<file path="src/rtl/ktp_pkg.sv">
// ----------------------------------------------------------------------------
// ktp_pkg
// Shared types, constants and helpers for the k-trade profit table block.
// ----------------------------------------------------------------------------
package ktp_pkg;

  localparam int MaxTradesDef = 16;
  localparam int PriceW       = 30;
  localparam int ProfitW      = 34;
  localparam int CfgW         = 5;
  localparam int ValW         = 40;

  localparam logic [ProfitW-1:0] OutMax = '1;

  typedef logic signed [ValW-1:0] val_t;

  // table entry: ok is low for minus infinity
  typedef struct packed {
    logic ok;
    val_t v;
  } ent_t;

  typedef enum logic [1:0] {
    ST_IDLE,
    ST_SWEEP,
    ST_FINISH,
    ST_CLEAR
  } state_e;

  typedef struct packed {
    logic load;
    logic sweep;
    logic clear;
    logic emit;
  } cmd_t;

  typedef struct packed {
    logic out_free;
  } sts_t;

  // keep the larger of two entries, invalid loses
  function automatic ent_t take_max(ent_t a, ent_t c);
    ent_t r;
    r = a;
    if (c.ok && (!a.ok || (c.v > a.v))) begin
      r = c;
    end
    return r;
  endfunction

endpackage

</file>
<file path="src/rtl/k_transaction_trade_profit_dp_top.sv">
// Day: K table entries (K = saturated limit) are updated one table entry per
//   cycle through the shared update unit, reading each memory once per cycle.
// Input: a new price waits for the previous day's sweep; a last day adds a
//   wait for the result slot plus a clearing pass over the table memories.
// Reset: limit returns to 1; a clearing pass runs before the first price is
//   taken.
// ----------------------------------------------------------------------------
// k_transaction_trade_profit_dp_top
// Streaming best profit over at most K long or short trades.
// ----------------------------------------------------------------------------
module k_transaction_trade_profit_dp_top #(
  parameter int MaxTrades = ktp_pkg::MaxTradesDef
) (
  input  logic                        clk_i,
  input  logic                        rst_ni,
  input  logic                        cfg_we_i,
  input  logic [ktp_pkg::CfgW-1:0]    cfg_data_i,
  input  logic                        in_valid_i,
  output logic                        in_stall_o,
  input  logic [ktp_pkg::PriceW-1:0]  price_i,
  input  logic                        last_day_i,
  output logic                        out_valid_o,
  input  logic                        out_stall_i,
  output logic [ktp_pkg::ProfitW-1:0] max_profit_o
);
  import ktp_pkg::*;

  localparam int AW = (MaxTrades > 1) ? $clog2(MaxTrades) : 1;
  localparam int CW = $clog2(MaxTrades + 1);

  cmd_t cmd;
  sts_t sts;
  logic [AW-1:0] rd_addr, wr_addr;

  // sequencer
  ktp_ctrl #(
    .MaxTrades (MaxTrades),
    .AW        (AW),
    .CW        (CW)
  ) u_ctrl (
    .clk_i      (clk_i),
    .rst_ni     (rst_ni),
    .in_valid_i (in_valid_i),
    .last_day_i (last_day_i),
    .in_stall_o (in_stall_o),
    .cfg_we_i   (cfg_we_i),
    .cfg_data_i (cfg_data_i),
    .sts_i      (sts),
    .cmd_o      (cmd),
    .rd_addr_o  (rd_addr),
    .wr_addr_o  (wr_addr)
  );

  // tables and arithmetic
  ktp_dp #(
    .MaxTrades (MaxTrades),
    .AW        (AW)
  ) u_dp (
    .clk_i        (clk_i),
    .rst_ni       (rst_ni),
    .cmd_i        (cmd),
    .rd_addr_i    (rd_addr),
    .wr_addr_i    (wr_addr),
    .price_i      (price_i),
    .out_stall_i  (out_stall_i),
    .sts_o        (sts),
    .out_valid_o  (out_valid_o),
    .max_profit_o (max_profit_o)
  );

endmodule

</file>
<file path="src/rtl/ktp_dp.sv">
// ----------------------------------------------------------------------------
// ktp_dp
// Datapath: flat/long/short tables in memories, per-entry update, running
// best, and the result register.
// ----------------------------------------------------------------------------
module ktp_dp #(
  parameter int MaxTrades = ktp_pkg::MaxTradesDef,
  parameter int AW        = (MaxTrades > 1) ? $clog2(MaxTrades) : 1
) (
  input  logic                        clk_i,
  input  logic                        rst_ni,
  input  ktp_pkg::cmd_t               cmd_i,
  input  logic [AW-1:0]               rd_addr_i,
  input  logic [AW-1:0]               wr_addr_i,
  input  logic [ktp_pkg::PriceW-1:0]  price_i,
  input  logic                        out_stall_i,
  output ktp_pkg::sts_t               sts_o,
  output logic                        out_valid_o,
  output logic [ktp_pkg::ProfitW-1:0] max_profit_o
);
  import ktp_pkg::*;

  // flat_m[a] holds flat entry a+1; flat entry 0 is always 0
  ent_t flat_m  [MaxTrades];
  ent_t long_m  [MaxTrades];
  ent_t short_m [MaxTrades];

  ent_t flat_rd_q, long_rd_q, short_rd_q;
  ent_t prev_q;
  val_t best_q;
  logic [PriceW-1:0] price_q;
  logic out_valid_q;
  logic [ProfitW-1:0] profit_q;

  val_t p;
  ent_t cl, cs, ol, os;
  ent_t nf, nl, ns;
  ent_t wf, wl, ws;
  logic we;

  // candidates and merges for one trade count
  always_comb begin
    p     = val_t'({{(ValW-PriceW){1'b0}}, price_q});
    cl.ok = long_rd_q.ok;
    cl.v  = long_rd_q.v + p;
    cs.ok = short_rd_q.ok;
    cs.v  = short_rd_q.v - p;
    nf    = take_max(take_max(flat_rd_q, cl), cs);
    ol.ok = prev_q.ok;
    ol.v  = prev_q.v - p;
    os.ok = prev_q.ok;
    os.v  = prev_q.v + p;
    nl    = take_max(long_rd_q, ol);
    ns    = take_max(short_rd_q, os);
    we    = cmd_i.sweep | cmd_i.clear;
    wf    = cmd_i.clear ? ent_t'('0) : nf;
    wl    = cmd_i.clear ? ent_t'('0) : nl;
    ws    = cmd_i.clear ? ent_t'('0) : ns;
  end

  // table memories, registered read
  always_ff @(posedge clk_i) begin
    if (we) begin
      flat_m[wr_addr_i]  <= wf;
      long_m[wr_addr_i]  <= wl;
      short_m[wr_addr_i] <= ws;
    end
    flat_rd_q  <= flat_m[rd_addr_i];
    long_rd_q  <= long_m[rd_addr_i];
    short_rd_q <= short_m[rd_addr_i];
  end

  // day price, old flat of previous count, running best
  always_ff @(posedge clk_i) begin
    if (cmd_i.load) begin
      price_q   <= price_i;
      prev_q.ok <= 1'b1;
      prev_q.v  <= '0;
      best_q    <= '0;
    end else if (cmd_i.sweep) begin
      prev_q <= flat_rd_q;
      if (nf.ok && (nf.v > best_q)) begin
        best_q <= nf.v;
      end
    end
  end

  // result register
  always_ff @(posedge clk_i or negedge rst_ni) begin
    if (!rst_ni) begin
      out_valid_q <= 1'b0;
    end else if (cmd_i.emit) begin
      out_valid_q <= 1'b1;
    end else if (!out_stall_i) begin
      out_valid_q <= 1'b0;
    end
  end

  always_ff @(posedge clk_i) begin
    if (cmd_i.emit) begin
      if (best_q > val_t'({{(ValW-ProfitW){1'b0}}, OutMax})) begin
        profit_q <= OutMax;
      end else begin
        profit_q <= best_q[ProfitW-1:0];
      end
    end
  end

  assign sts_o.out_free = !out_valid_q || !out_stall_i;
  assign out_valid_o    = out_valid_q;
  assign max_profit_o   = profit_q;

`ifndef SYNTHESIS
  a_emit_free: assert property (@(posedge clk_i) disable iff (!rst_ni)
    cmd_i.emit |-> (!out_valid_q || !out_stall_i))
    else $error("result overwritten while stalled");
  a_best_pos: assert property (@(posedge clk_i) disable iff (!rst_ni)
    cmd_i.emit |-> (best_q >= 0))
    else $error("negative best profit");
  a_one_op: assert property (@(posedge clk_i) disable iff (!rst_ni)
    !(cmd_i.sweep && cmd_i.clear))
    else $error("sweep and clear together");
`endif

endmodule

</file>
<file path="src/rtl/ktp_ctrl.sv">
// ----------------------------------------------------------------------------
// ktp_ctrl
// Controller: limit register, day sweep over trade counts, result hand-off
// and table clearing pass.
// ----------------------------------------------------------------------------
module ktp_ctrl #(
  parameter int MaxTrades = ktp_pkg::MaxTradesDef,
  parameter int AW        = (MaxTrades > 1) ? $clog2(MaxTrades) : 1,
  parameter int CW        = $clog2(MaxTrades + 1)
) (
  input  logic                     clk_i,
  input  logic                     rst_ni,
  input  logic                     in_valid_i,
  input  logic                     last_day_i,
  output logic                     in_stall_o,
  input  logic                     cfg_we_i,
  input  logic [ktp_pkg::CfgW-1:0] cfg_data_i,
  input  ktp_pkg::sts_t            sts_i,
  output ktp_pkg::cmd_t            cmd_o,
  output logic [AW-1:0]            rd_addr_o,
  output logic [AW-1:0]            wr_addr_o
);
  import ktp_pkg::*;

  state_e state_q, state_d;
  logic [CW-1:0] cnt_q, cnt_d;
  logic [CW-1:0] cnt_inc;
  logic [CW-1:0] kk_q, eff;
  logic [CfgW-1:0] cfg_q;
  logic last_q;
  logic accept;

  // limit register
  always_ff @(posedge clk_i or negedge rst_ni) begin
    if (!rst_ni) begin
      cfg_q <= CfgW'(1);
    end else if (cfg_we_i) begin
      cfg_q <= cfg_data_i;
    end
  end

  // limit saturated to table depth
  always_comb begin
    if (int'(cfg_q) > MaxTrades) begin
      eff = CW'(MaxTrades);
    end else begin
      eff = CW'(cfg_q);
    end
  end

  assign accept  = (state_q == ST_IDLE) && in_valid_i;
  assign cnt_inc = cnt_q + CW'(1);

  // next state
  always_comb begin
    state_d = state_q;
    unique case (state_q)
      ST_IDLE: begin
        if (accept) begin
          if (eff != '0) begin
            state_d = ST_SWEEP;
          end else if (last_day_i) begin
            state_d = ST_FINISH;
          end
        end
      end
      ST_SWEEP: begin
        if (cnt_inc == kk_q) begin
          state_d = last_q ? ST_FINISH : ST_IDLE;
        end
      end
      ST_FINISH: begin
        if (sts_i.out_free) begin
          state_d = ST_CLEAR;
        end
      end
      ST_CLEAR: begin
        if (cnt_q == CW'(MaxTrades - 1)) begin
          state_d = ST_IDLE;
        end
      end
      default: state_d = ST_IDLE;
    endcase
  end

  // counter restarts on every state change
  always_comb begin
    if (state_d != state_q) begin
      cnt_d = '0;
    end else if ((state_q == ST_SWEEP) || (state_q == ST_CLEAR)) begin
      cnt_d = cnt_inc;
    end else begin
      cnt_d = cnt_q;
    end
  end

  always_ff @(posedge clk_i or negedge rst_ni) begin
    if (!rst_ni) begin
      state_q <= ST_CLEAR;
      cnt_q   <= '0;
      kk_q    <= '0;
      last_q  <= 1'b0;
    end else begin
      state_q <= state_d;
      cnt_q   <= cnt_d;
      if (accept) begin
        kk_q   <= eff;
        last_q <= last_day_i;
      end
    end
  end

  // outputs
  always_comb begin
    cmd_o.load  = accept;
    cmd_o.sweep = (state_q == ST_SWEEP);
    cmd_o.clear = (state_q == ST_CLEAR);
    cmd_o.emit  = (state_q == ST_FINISH) && sts_i.out_free;
    in_stall_o  = (state_q != ST_IDLE);
    rd_addr_o   = (state_q == ST_SWEEP) ? cnt_inc[AW-1:0] : '0;
    wr_addr_o   = cnt_q[AW-1:0];
  end

`ifndef SYNTHESIS
  a_sweep_range: assert property (@(posedge clk_i) disable iff (!rst_ni)
    (state_q == ST_SWEEP) |-> ((kk_q != '0) && (cnt_q < kk_q)))
    else $error("sweep beyond limit");
  a_emit_clear: assert property (@(posedge clk_i) disable iff (!rst_ni)
    cmd_o.emit |=> (state_q == ST_CLEAR))
    else $error("no clear after result");
  a_clear_range: assert property (@(posedge clk_i) disable iff (!rst_ni)
    (state_q == ST_CLEAR) |-> (cnt_q < CW'(MaxTrades)))
    else $error("clear beyond table");
`endif

endmodule
</file>
<file path="config.mk">
export PLATFORM = sky130hd
export DESIGN_NAME = k_transaction_trade_profit_dp_top
export DESIGN_NICKNAME = d
export VERILOG_FILES = /design/src/rtl/ktp_pkg.sv /design/src/rtl/k_transaction_trade_profit_dp_top.sv /design/src/rtl/ktp_dp.sv /design/src/rtl/ktp_ctrl.sv
export SDC_FILE = /design/constraint.sdc
export NUM_CORES = 2
export LEC_CHECK = 0
export BUFFER_PORTS_ARGS = -buffer_cell sky130_fd_sc_hd__buf_2
export CELL_PAD_IN_SITES_DETAIL_PLACEMENT = 2
export CELL_PAD_IN_SITES_GLOBAL_PLACEMENT = 2
export CORE_ASPECT_RATIO = 2
export CORE_MARGIN = 3
export CORE_UTILIZATION = 35
export DETAILED_ROUTE_END_ITERATION = 10
export PLACE_DENSITY = 0.76
export SLEW_MARGIN = 10
export SYNTH_ARGS = -nofsm -noshare
export SYNTH_HDL_FRONTEND = slang
export SYNTH_SLANG_ARGS = --single-unit
</file>
<file path="constraint.sdc">
create_clock -name clk_i -period 16.1 [get_ports clk_i]
set_input_delay 0.805 -clock clk_i [delete_from_list [all_inputs] [get_ports clk_i]]
set_output_delay 0.805 -clock clk_i [all_outputs]
set_load 0.02 [all_outputs]
</file>
; ---- Word level (Yosys, flattened, before mapping)
; Memories as Yosys holds them, arrays and structs flattened. A register that Yosys moved wholly into a read port is not among the register bits.
; Cells that the tools add are included.
[word_totals]
register_bits = 164
latch_bits = 0
ram_bits = 1968
rom_bits = 0
in_bits = 41
out_inout_bits = 36
wordCells = 81
mem_count = 3
[op_classes]
add_sub_neg = 5
multipliers = 0
div_mod_pow = 0
magnitude_cmp = 7
eq_ne = 7
n_shift = 0
muxes = 23
bitwise_logic = 1
n_reduce_logical = 24
[mem_list]
columns = memory, words, width, read_ports, rd_ports_with_merged_regs, write_ports, line_no
row1 = u_dp.flat_m, 16, 41, 1, 1, 1, ktp_dp.sv:24  ; ent_t flat_m [MaxTrades];
row2 = u_dp.long_m, 16, 41, 1, 1, 1, ktp_dp.sv:25  ; ent_t long_m [MaxTrades];
row3 = u_dp.short_m, 16, 41, 1, 1, 1, ktp_dp.sv:26  ; ent_t short_m [MaxTrades];
[op_table]
columns = op, n
row1 = $mux W41, 7
row2 = $gt A40 B40 Y1, 5
row3 = $add A40 B31 Y40, 2
row4 = $sub A40 B31 Y40, 2
row5 = $gt A40 B35 Y1 const B, 1
row6 = $mux W5, 3
row7 = $mux W2, 7
row8 = $pmux W2 S4, 1
row9 = $logic_and A1 B1 Y1, 7
row10 = $logic_not A1 Y1, 6
row11 = $logic_or A1 B1 Y1, 6
row12 = $add A5 B1 Y5 const B, 1
row13 = $eq A5 B4 Y1 const B, 1
row14 = $eq A5 B5 Y1, 1
row15 = $gt A5 B5 Y1 const B, 1
row16 = $reduce_bool A5 Y1, 1
row17 = $eq A2 B2 Y1 const B, 2
row18 = $mux W1, 4
row19 = $mux W4, 1
row20 = $reduce_bool A2 Y1, 2
row21 = $eq A2 B1 Y1 const B, 1
row22 = $logic_not A2 Y1, 1
row23 = $ne A2 B1 Y1 const B, 1
row24 = $ne A2 B2 Y1, 1
row25 = other kinds (2), 2

; ---- Longest topological paths before layout
[depth]
word_depth = 12
mapped_depth = 50
mapped_depth_nobuf = 44

; ---- Modules after synthesis
; Synthesis repeated with hierarchy kept, for this count alone.
[unflattened]
hier_cells = 5533
area_unflattened_um2 = 96841.6
[by_module_without_submodules]
columns = mod, instances, cells_per_inst, area_per_inst_um2, seq_area_each_um2
row1 = ktp_dp, 1, 5429, 95836.9, 65127.5
row2 = ktp_ctrl, 1, 104, 1004.7, 454.2

; ---- Least setup slack after synthesis
; OpenSTA, ideal clock, no wires.
[synth_path]
path_kind = register to register
startpoint = reg u_ctrl.state_q[0]
endpoint = mem u_dp.flat_m[0][0] (netlist name) (enable)
setup_time_ns = 0.756
arrival_ns = 9.539
required_time_ns = 15.344
path_slack_ns = 5.806
stages_incl_launch_ff = 5
n_path_buf = 2
synth_period_minus_slack_ns = 10.294
path_cell_list = dfstp_2 -> clkbuf_1 -> buf_1 -> nand2_1 -> nor3_1
[synth_between]
elab_chain_len = 4
elab_cells_between_ends = 5
cone_classes = eq/ne (2) / mux (2) / bitwise (1)
[synth_rtl]
columns = element, line_no
row1 = from (decl), ktp_ctrl.sv:25  ; state_e state_q, state_d;
row2 = from (signal assigned), ktp_ctrl.sv:104  ; state_q <= state_d;
row3 = $eq A2 B1 Y1 or $eq A2 B2 Y1 (tied branches), "ktp_ctrl.sv:116, ktp_ctrl.sv:117"
row4 = $or A1 B1 Y1 *, ktp_dp.sv:55  ; we = cmd_i.sweep | cmd_i.clear;
row5 = $mux W1 *, ktp_dp.sv:63  ; if (we) begin
row6 = $mux W1 (not written as such) *, ktp_dp.sv:64  ; flat_m[wr_addr_i] <= wf;
row7 = to (decl), ktp_dp.sv:24
; Mark *: on every way between the ends. The rest lies on a longest branch, timed or not.

==> summary.md <==
| Metric | Value |
|---|---|
| 1st-iter DRT viols | 6,480 |
| Fillers | 29,700 |
| DR WL/cell | 32.7 um |
| Clk slew on worst S/H paths | 0.07 ns |
| Vias/cell | 6.02 |
| Layout cell share with drive strength beyond 1 | 8.36% |
| Num rows | 278 |
| WL final | 411,000 um |
| Setup CP Type | reg -> reg |
| Cell family with most CP delay | simple AND/OR/NAND/NOR gates |
| Yosys warns | 0 |
| Tightest Pin Transition | 1.36 ns |
| Max transition margin | 8.82% |
| Vias in the first global route | 84,000 |
| Clock skew | 0.0525 ns |
| Syn avg cell area | 11.6 sq um |
| Die X | 386 um |
| Post-DP HPWL | 245,000 um |
| First-pass GRT wire length | 591,000 um |
| Status | completed |
| Final Hold Vio Count | 0 |
| Number of enable flip-flop cells after synthesis | 2,032 |
| Residual DRC | 0 |
| Final Max Slew Viols | 0 |
| Die Y | 767 um |
| Later-pin clock latency in the skew report | 0.91 ns |
| Layout area overhead | 11.1% |
| Fin crit share | 84.9% |
| CP startpoint kind | flop |
| DRT Pass-1 Iters | 5 |
| Die ar. | 296,000 sq um |
| Vias | 75,800 |
| Total gr overflow | 0 |
| Flops & latches, synth | 2,255 |
| Initial antenna violation count | 30 |
| Bufs and invs on worst path | 5 |
| Asr flop ratio synth | 0.843% |
| Mapped Cells | 8,759 |
| Core area | 287,000 sq um |
| Setup TNS | 0 ns |
| CP Max Fanout | 23 |
| Top achievable clock speed | 0.0731 GHz |
| Sequential area share after synthesis | 64.7% |
| Post-CTS Setup Inserts | 0 |
| Endpoints failing setup | 0 |
| Root buffer cell | clkbuf_16 |
| H-tree levels | 4 |
| IO Port Bufs | 76 |
| CTS tree | yes |
| Max Cap Violations | 0 |
| Number of buffers created by CTS | 204 |
| RSZ-0062 raised after global routing | false |
| Hold Buf Count CTS | 1 |
| Slowest CP cell | a211oi_2 |
| Synth Net Count | 9,129 |
| GRT Util Overall | 26.9% |
| CP arrival | 14.41 ns |
| CP Capture Type | flop |
| Primary FF master, synth | edfxtp_1 |
| Post-Synthesis Cell Area | 101,000 sq um |
| Slowest cell delay on critical path | 0.93 ns |
| Antenna Nets Post-Route | 0 |
| Minimum clock period | 13.67 ns |
| Io pins | 77 |
| Largest net degree at the start of global routing | 147 |
| GP Congestion | 0.934 |
| Worst EP required | 16.84 ns |
| Class of the worst hold path | in -> reg |
| Clk sink count | 2,255 |
| Post-cts repair resize count | 0 |
| Initial Util | 35.3% |
| Longest Clk Path Bufs | 4 |
| Number of distinct library cells after synthesis | 109 |
| Nets | 9,013 |
cells in the mapped netlist (75+ instances only):
| master | count | share of area [%] |
|---|---|---|
| a21oi_1 | 257 | 1.3 |
| xnor2_1 | 97 | 0.84 |
| a311oi_1 | 124 | 1.1 |
| nand3_1 | 541 | 2.7 |
| a211oi_1 | 188 | 1.4 |
| clkbuf_1 | 520 | 1.9 |
| a21o_1 | 75 | 0.56 |
| nor2_1 | 505 | 1.9 |
| and3_1 | 270 | 1.7 |
| inv_1 | 287 | 1.1 |
| nor3_1 | 299 | 1.5 |
| ha_1 | 325 | 4.0 |
| edfxtp_1 | 2032 | 60 |
| o21ai_0 | 590 | 2.9 |
| a31oi_1 | 272 | 1.7 |
| dfxtp_1 | 204 | 4.0 |
| nand2_1 | 1482 | 5.5 |
through the flow:
step	area (sq um)	util (%)	setup slack, ns	std cells	hold slack (ns)
6_report	113000	39.2	2.43	12600	0.0961
5_1_grt	113000	39.2	1.53	12600	0.0736
4_1_cts	112000	39.1	2.46	12600	0.0271
3_5_place_dp	106000	36.9	2.61	12200	0.476
3_3_place_gp	106000	36.9	2.85	12200	0.456
2_1_floorplan	101000	-	5.81	8759	0.432
final timing paths:
kind	slack, ns	startpoint	depth (start not counted)	endpoint
worst min register to register	0.49	u_dp.best_q[33]$_SDFFE_PP0P_	2	u_dp.best_q[33]$_SDFFE_PP0P_
min in group asynchronous	0.38	rst_ni	2	u_ctrl.kk_q[2]$_DFFE_PN0P_
worst max-delay path	2.43	u_dp.price_q[1]$_DFFE_PP_	42	u_dp.best_q[25]$_SDFFE_PP0P_
worst min-delay path	0.1	price_i[1]	1	u_dp.price_q[1]$_DFFE_PP_
max in group asynchronous	15.37	rst_ni	2	u_ctrl.state_q[0]$_DFF_PN1_
worst max register to register	2.43	u_dp.price_q[1]$_DFFE_PP_	42	u_dp.best_q[25]$_SDFFE_PP0P_
logic make-up (layout without fill, tap and decap cells):
logic type | after synthesis | in the layout | synth area share [%]
compound gates | 1747 | 1747 | 11.1
buf+inv | 873 | 913 | 3.33
xor+xnor | 136 | 136 | 1.19
other cells | 0 | 4 | 0
mux | 70 | 70 | 0.718
simple gates | 3349 | 3349 | 14.8
fa+ha+maj | 329 | 329 | 4.09
flops | 2255 | 2255 | 64.7
worst reg2reg max path, delay by kind of cell (launching register included):
kind / cells / cell delay, ns
and+or+nand+nor: 18 / 5.41
AOI/OAI and AO/OA: 15 / 4.87
buffers and inverters: 5 / 1.57
adders and majority gates: 4 / 1.20
DFF: 1 / 0.49
area by class of cell:
cell class	instances	area (sq um)	share of cell area, %
flip-flops and latches	2255	65600	58.3
multi-input cells	5631	32600	29.0
inverters	288	1080	0.963
well taps	3780	4730	4.20
clock buffers	272	5600	4.98
diodes	4	10.0	0.00890
clock inverters	90	773	0.687
repair buffers	263	2080	1.85
cell usage in the layout, fill, tap and decap left out, types with 19 or more instances in the layout:
| master | instances |
|---|---|
| a21o_1 | 74 |
| nand2_1 | 1478 |
| a311oi_1 | 124 |
| or2_2 | 48 |
| nor2_1 | 483 |
| clkbuf_1 | 47 |
| dfxtp_1 | 204 |
| clkinv_1 | 27 |
| nor3_1 | 296 |
| buf_2 | 76 |
| clkbuf_16 | 207 |
| nand2b_1 | 30 |
| o211ai_1 | 21 |
| buf_4 | 162 |
| edfxtp_1 | 2032 |
| o21a_1 | 30 |
| xor2_1 | 37 |
| o21bai_1 | 25 |
| buf_12 | 23 |
| a31oi_1 | 270 |
| or3_1 | 19 |
| a211oi_1 | 181 |
| inv_1 | 286 |
| nand3_1 | 541 |
| ha_1 | 325 |
| o21ai_0 | 590 |
| clkinv_2 | 39 |
| a21oi_1 | 253 |
| and2_1 | 26 |
| mux2i_1 | 52 |
| xnor2_1 | 97 |
| nand4_1 | 52 |
| and3_1 | 270 |
metal layers:
metal	track usage (%)	wire length [um]	vias up
met3	3.12	20700	1078
met2	49.0	212000	2770
met1	30.3	151000	40000
met5	0	126	-
met4	15.4	26800	18
li1	-	-	31900
flip-flops by register name, summed over array words and instances, names as in the netlist, 40 cells and up:
name,flops
u_dp.long_m,656
u_dp.long_rd_q,40
u_dp.best_q,40
u_dp.flat_m,656
u_dp.prev_q,40
u_dp.short_rd_q,40
u_dp.short_m,656
u_dp.flat_rd_q,41
Power is left out: the tool's default activity adds up to more than one toggle a clock period on the data nets, which glitch-free logic cannot reach.
